## src/design/kct_pkg.sv

```systemverilog
package kct_pkg;

	// Request codes.
	localparam logic [1:0] OP_INSERT = 2'd0;
	localparam logic [1:0] OP_LOOKUP = 2'd1;
	localparam logic [1:0] OP_ADJUST = 2'd2;
	localparam logic [1:0] OP_ZEROS  = 2'd3;

	// Result status codes.
	localparam logic [1:0] ST_OK        = 2'd0;
	localparam logic [1:0] ST_NOT_FOUND = 2'd1;
	localparam logic [1:0] ST_DUPLICATE = 2'd2;
	localparam logic [1:0] ST_FULL      = 2'd3;

	localparam int DATA_W = 32;
	localparam int ZERO_W = 8;

	typedef struct packed {
		logic [1:0]               operation;
		logic signed [DATA_W-1:0] key;
		logic signed [DATA_W-1:0] amount;
	} req_t;

	typedef struct packed {
		logic [1:0]               status;
		logic signed [DATA_W-1:0] count_value;
		logic [ZERO_W-1:0]        zero_entries;
	} rsp_t;

	// Controller to datapath.
	typedef struct packed {
		logic start;
		logic scan;
		logic commit;
	} cmd_t;

	// Datapath to controller.
	typedef struct packed {
		logic done;
	} stat_t;

endpackage

```

## src/design/kct_ctrl.sv

```systemverilog
module kct_ctrl (
	input  logic            clk,
	input  logic            arst_n,
	input  logic            req_valid,
	output logic            req_stall,
	output logic            rsp_valid,
	input  logic            rsp_stall,
	input  kct_pkg::stat_t  stat,
	output kct_pkg::cmd_t   cmd
);

	typedef enum logic [2:0] {
		S_IDLE   = 3'b001,
		S_SCAN   = 3'b010,
		S_FINISH = 3'b100
	} state_t;

	state_t state_q;
	state_t state_nxt;
	logic   rsp_valid_q;

	assign req_stall  = (state_q != S_IDLE);
	assign cmd.start  = (state_q == S_IDLE) && req_valid;
	assign cmd.scan   = (state_q == S_SCAN);
	// The result register is free when empty or being drained this cycle.
	assign cmd.commit = (state_q == S_FINISH) && (!rsp_valid_q || !rsp_stall);

	always_comb begin
		state_nxt = state_q;
		case (state_q)
			S_IDLE: begin
				if (req_valid) begin
					state_nxt = S_SCAN;
				end
			end
			S_SCAN: begin
				if (stat.done) begin
					state_nxt = S_FINISH;
				end
			end
			S_FINISH: begin
				if (cmd.commit) begin
					state_nxt = S_IDLE;
				end
			end
			default: begin
				state_nxt = S_IDLE;
			end
		endcase
	end

	always_ff @(posedge clk or negedge arst_n) begin
		if (!arst_n) begin
			state_q     <= S_IDLE;
			rsp_valid_q <= 1'b0;
		end else begin
			state_q <= state_nxt;
			if (cmd.commit) begin
				rsp_valid_q <= 1'b1;
			end else if (!rsp_stall) begin
				rsp_valid_q <= 1'b0;
			end
		end
	end

	assign rsp_valid = rsp_valid_q;

endmodule

```

## config.mk

```make
export PLATFORM = sky130hd
export DESIGN_NAME = kct_ctrl
export DESIGN_NICKNAME = d
export VERILOG_FILES = /design/src/design/kct_pkg.sv /design/src/design/kct_ctrl.sv
export SDC_FILE = /design/constraint.sdc
export NUM_CORES = 1
export LEC_CHECK = 0
export ABC_CLOCK_PERIOD_IN_PS = 1500
export BUFFER_PORTS_ARGS = -buffer_cell sky130_fd_sc_hd__buf_2
export CAP_MARGIN = 20
export CORE_AREA = 4 4 41 43
export DETAILED_ROUTE_END_ITERATION = 8
export DIE_AREA = 0 0 45 47
export GPL_TIMING_DRIVEN = 0
export HOLD_SLACK_MARGIN = 0.12
export PLACE_DENSITY = 0.33
export SYNTH_ARGS = -nofsm -noshare
export SYNTH_HDL_FRONTEND = slang
export SYNTH_SLANG_ARGS = --single-unit
```

## constraint.sdc

```tcl
create_clock -name clk -period 1.5 [get_ports clk]
set_clock_uncertainty 0.1 [all_clocks]
set_input_delay 0.3 -clock clk [delete_from_list [all_inputs] [get_ports clk]]
set_output_delay 0.3 -clock clk [all_outputs]
set_load 0.02 [all_outputs]
```

==> run_results.csv, run 1 <==
group,metric,value,unit
drt,wirelength,578,um
clock_network,cts_max_level,1,
placement,post-place-ws,-0.03502,ns
sta,fmax,0.5914,GHz
die,initial_utilization,16.73,%
yosys,syn_nets,25,
layout,nFillCells,145,
clock_network,cts_buffer_depth,2,
critical_path,crit_slowest_cell,"dfrtp_1",
sta,finalCriticalPeriod,1.691,ns
drt,first_iter_violations,0,
placement,dp.cells,44,
power,peakVddDrop,0.8728,mV
power,p_leak,0.2039,nW
sta,setup_slack,-0.1908,ns
critical_path,path_cells,"or3b_4 -> a21oi_2 -> buf_4",
critical_path,crit_cells,3,
yosys,yosysSeqAreaShare,46.55,%
sta,holdWs,0.2226,ns
sta,worst_slew_pin_slew,0.2513,ns
layout,final_common_cell,"buf_4",
die,coreArea,1301,um2
sta,slew_violations,0,
drt,routed_via_density,4.071,
global_route,grt_first_pass_wirelength,931,um
critical_path,crit_buf_inv,1,
flow_run,drv_cap,0,
clock_network,cts-root-buf,"clkbuf_4",
critical_path,cp_max_fo,5,
sta,setup_viol,4,
placement,placed_cell_area,285.3,um2
yosys,syn_area,217.7,um2
clock_network,clkTransAtPathRegs,0.04,ns
drt,dr.pass1.iters,1,
placement,port-buffer-count,9,
clock_network,cts_tree,"yes",
critical_path,arrival,1.29,ns
layout,nets,47,
global_route,grt_pass1_vias,228,
die,fp.dieW,45,um
sta,fin_crit_sh,112.7,%
sta,final_hold_viol_count,0,
placement,gp_congestion,0.6365,
layout,area_growth_syn_to_layout,81.61,%
yosys,postSynthRegisterBits,4,
die,design.die.area,2115,um2
drt,drc,0,
power,power.total,0.0006829,W
drt,ant_nets,0,
global_route,overflow,0,
sta,rsz0062_at_grt,"yes",
clock_network,clock_latency,0.24,ns
clock_network,cts.sinks,4,
drt,vias,228,
critical_path,end_kind,"primary output",
global_route,grt_max_degree,6,
critical_path,r2r_cells,5,
layout,final_area,395.4,um2
layout,layout_common_cells,"buf_4, buf_2, clkbuf_4, buf_6, dfrtp_1",
critical_path,slowest_delay,0.40,ns
die,io_pins,10,
global_route,grt_usage,6.973,%
critical_path,cp.required,1.10,ns
sta,slew_headroom,83.21,%
yosys,avgSynthCellArea,10.89,um2
critical_path,critical-path-top-delay-family,"flip-flops",
status,violations,"setup timing",
layout,drive_gt1_share,65.85,%
global_route,antenna_found_initial,0,
status,status,"complete, but fails checks",
min_path,min_path_cells,3,
clock_network,cts_buffers,3,
layout,n_antenna_cell,0,
power,powerDensity,1727,nW/um2
die,die_y,47,um
yosys,ys_types,15,
critical_path,critPathKind,"flop to primary output",
critical_path,crit_path_start_kind,"flop",
yosys,synthCells,20,
die,num_rows,13,
yosys,ys_warn_count,0,
min_path,hp-class,"primary input to flop",
drt,wl_per_cell,10.32,um
layout,fin_cells,56,
cells in the mapped netlist, drive strengths merged:
cell    number  area share [%]
inv          1             1.7
and3b        1             4.6
or3b         2             8.0
buf          1             3.4
nor3b        1             3.4
nand3b       1             3.4
o21a         1             3.4
a211oi       1             3.4
and4b        1             5.2
dfstp        1              12
or3          1             2.9
and4bb       1             5.7
nand2        2             3.4
dfrtp        3              34
a21oi        2             4.6
worst min-delay path, cell delays in order:
cell and delay (ns):
buf_2 0.11, nand2_1 0.05, nand2_1 0.06
registers in the layout, summed over array words and instances, names as in the netlist:
register	count
rsp_valid	1
state_q	3
cell type report:
class	instances	area, um2	share of cell area, %
plain buffers	1	7.507	1.899
clock buffers	4	26.28	6.646
inverters	1	3.754	0.9494
multi-input cells	14	111.4	28.16
flip-flops and latches	4	101.3	25.63
well taps	15	18.77	4.747
repair buffers	17	126.4	31.96
final timing paths:
kind,endpoint,start,slack [ns]
min reg2reg,state_q[0],state_q[0],0.40
max,cmd[0],state_q[2],-0.19
min,rsp_valid,rsp_stall,0.22
min in group asynchronous,state_q[2],arst_n,0.29
max reg2reg,state_q[0],state_q[2],0.07
max in group asynchronous,state_q[0],arst_n,0.80
cells by family after synthesis:
kind of cell    synth area share [%]
buf+inv                        5.172
compound gates                 11.50
flops                          46.55
simple gates                   36.79
metrics by stage:
stage | util, % | setup TNS, ns
floorplan | - | 0
global placement | 21.92 | -0.04205
detailed placement | 21.92 | -0.03502
CTS | 28.94 | -0.7743
global route | 30.38 | -0.9837
finish | 30.38 | -0.7024
power by group:
group / internal [W] / switching [W]
registers: 0.000148 / 0.0000317
clock network: 0.0000999 / 0.0000459
logic: 0.000212 / 0.000145
total: 0.000460 / 0.000223
what timing repair did:
item	CTS	global route
setup endpoints to repair	4	4
resized for setup	6	2
setup buffers	5	2
endpoints found under the hold margin	4	0
cloned	0	0
hold buffers	1	0
pin swaps	2	0
per-layer routing:
layer | vias to the layer above | routed length [um] | global-route usage (%)
li1 | 116 | - | -
met1 | 104 | 255 | 6.422
met2 | 6 | 271 | 9.040
met3 | 2 | 31 | 4.981
met4 | 0 | 19 | 8.772
met5 | - | 0 | 0
(Power assumes the default switching activity.)
==> run 2, diff against run 1 <==
Settings changed: ABC_AREA from default to 1, PLACE_DENSITY 0.33 to 0.34, TNS_END_PERCENT from default to 30.
==> run 2 against run 1 <==
  * The flow still finishes with violations (setup timing)
  * Combinational power up 5%
  * Non-clock buffer count decreased by 4
  * Sequential share of layout area increased by 2.6 points
  * Fmax up 11%
  * Worst setup slack gained 0.17 ns
  * First-iteration DRC count rose by 3
  * Wire length shrank 9.3%
  * Hold slack worse by 0.050 ns
  * Clock-buffer cell count unchanged
  * Largest cell class is now flip-flops and latches
  * Largest power group unchanged
==> run_results.csv, run 2 <==
group,metric,value,unit
placement,hpwl,407.2,um
clock_network,clkTransAtPathRegs,0.04,ns
drt,routed_via_density,3.948,
drt,ant_nets,0,
clock_network,cts_max_level,1,
drt,drc,0,
yosys,syn_nets,31,
placement,placed_cell_area,282.8,um2
flow_run,drv_cap,0,
die,initial_utilization,16.83,%
yosys,yosysSeqAreaShare,46.29,%
sta,setup_slack,-0.02078,ns
drt,vias,229,
layout,final_area,359.1,um2
critical_path,crit_path_start_kind,"flop",
drt,wl_per_cell,9.034,um
layout,nets,49,
yosys,synthTopCellsByCount,"nand2_1, dfrtp_1, nand4_1, nor2_1",
clock_network,cts-root-buf,"clkbuf_4",
sta,slew_headroom,88.21,%
min_path,hp-class,"primary input to flop",
critical_path,arrival,1.12,ns
critical_path,cp_max_fo,4,
critical_path,critical-path-top-delay-family,"flip-flops",
yosys,ys_warn_count,0,
critical_path,critPathKind,"flop to primary output",
status,violations,"setup timing",
die,num_rows,13,
layout,n_antenna_cell,0,
layout,layout_common_cells,"nand2_1, buf_2, buf_4",
layout,area_growth_syn_to_layout,64.00,%
drt,dr.pass1.iters,2,
yosys,synthCells,26,
sta,worst_slew_pin_slew,0.1758,ns
power,p_leak,0.1960,nW
placement,gp_congestion,0.7190,
yosys,synth_top_area_share,34.29,%
placement,port-buffer-count,9,
power,powerDensity,2009,nW/um2
layout,nFillCells,149,
power,peakVddDrop,0.6871,mV
yosys,async_reset_ff_share,100.0,%
sta,slew_violations,0,
die,design.die.area,2115,um2
clock_network,cts_buffer_depth,2,
sta,final_hold_viol_count,0,
drt,first_iter_violations,3,
yosys,postSynthRegisterBits,4,
clock_network,cts_buffers,3,
yosys,syn_area,219.0,um2
critical_path,crit_buf_inv,1,
placement,post-place-ws,0.1549,ns
yosys,ys_types,12,
status,status,"complete, but fails checks",
layout,largest_register_ffs,3,
yosys,netlist_top_cells_area,"dfrtp_1, dfstp_2, nand2_1",
die,coreArea,1301,um2
critical_path,slowest_delay,0.57,ns
sta,holdWs,0.1723,ns
global_route,grt_first_pass_wirelength,897,um
clock_network,cts.sinks,4,
critical_path,end_kind,"primary output",
global_route,antenna_found_initial,0,
sta,setup_viol,3,
die,die_y,47,um
yosys,synth_edf_count,0,
global_route,grt_pass1_vias,225,
layout,fin_cells,58,
yosys,avgSynthCellArea,8.422,um2
die,io_pins,10,
global_route,grt_max_degree,5,
layout,regMostFlops,"state_q",
power,power.total,0.0007216,W
layout,drive_gt1_share,55.81,%
yosys,yosysTopAreaCell,"dfrtp_1",
clock_network,cts_tree,"yes",
sta,rsz0062_at_grt,"yes",
critical_path,path_cells,"nor2_2 -> nand2_1 -> nor2_1 -> buf_4",
global_route,overflow,0,
sta,finalCriticalPeriod,1.521,ns
placement,dp.cells,50,
drt,wirelength,524,um
critical_path,crit_slowest_cell,"dfstp_2",
sta,fin_crit_sh,101.4,%
critical_path,cp.required,1.10,ns
global_route,grt_usage,6.334,%
sta,fmax,0.6576,GHz
yosys,ys.flop_type,"dfrtp_1",
clock_network,clock_latency,0.24,ns
die,fp.dieW,45,um
yosys,yosysMostFrequentCell,"nand2_1",
-- run 2: final timing paths --
path                                  from         end  slack [ns]  cells past startpoint
worst min register to register   rsp_valid   rsp_valid        0.38                      2
max in group asynchronous           arst_n  state_q[0]        0.79                      2
worst max register to register  state_q[0]  state_q[2]        0.32                      4
worst min-delay path                  stat  state_q[1]        0.17                      2
min in group asynchronous           arst_n  state_q[2]        0.30                      2
worst max-delay path            state_q[0]      cmd[0]       -0.02                      4
-- run 2: final cells by class --
class | count | area (um2) | area share (%)
Multi-Input combinational cell | 17 | 97.59 | 27.18
Inverter | 4 | 15.01 | 4.181
Timing Repair Buffer | 13 | 92.59 | 25.78
Tap cell | 15 | 18.77 | 5.226
Clock buffer | 4 | 26.28 | 7.317
Buffer | 1 | 7.507 | 2.091
Sequential cell | 4 | 101.3 | 28.22
-- run 2: worst register-to-register path: cells and delay by family (launching register included) --
kind                   cells  cell delay [ns]
DFF                        1             0.57
buffers and inverters      1             0.12
and+or+nand+nor            3             0.28
-- run 2: metal layers --
layer | vias to the layer above | part of all wire [%] | track usage [%]
met3 | 2 | 7.1 | 4.598
met2 | 6 | 48 | 9.605
met5 | - | 0 | 0
met1 | 99 | 42 | 6.407
li1 | 122 | - | -
met4 | 0 | 2.3 | 3.509
-- run 2: what timing repair did --
item,CTS,global route
gates resized for setup,3,3
buffers inserted,3,0
endpoints found under the setup margin,4,4
hold endpoints to repair,4,0
hold buffers,1,0
pin swaps,2,0
-- run 2: kinds of logic after synthesis --
logic type / after synthesis / share of synthesized area, %
buf+inv: 5 / 10.29
simple gates: 16 / 40.57
flops: 4 / 46.29
compound gates: 1 / 2.859
-- run 2: stage by stage --
stage	util (%)	TNS (ns)
floorplan	-	0
global placement	21.73	0
detailed placement	21.73	0
CTS	26.92	-0.1065
global route	27.60	-0.2803
finish	27.60	-0.05551
-- run 2: power by group --
part           total (W)  internal (W)  leakage (nW)  switching [W]
combinational   0.000376      0.000178         0.130       0.000198
clock           0.000149      0.000100        0.0150      0.0000487
sequential      0.000196      0.000157        0.0511      0.0000399
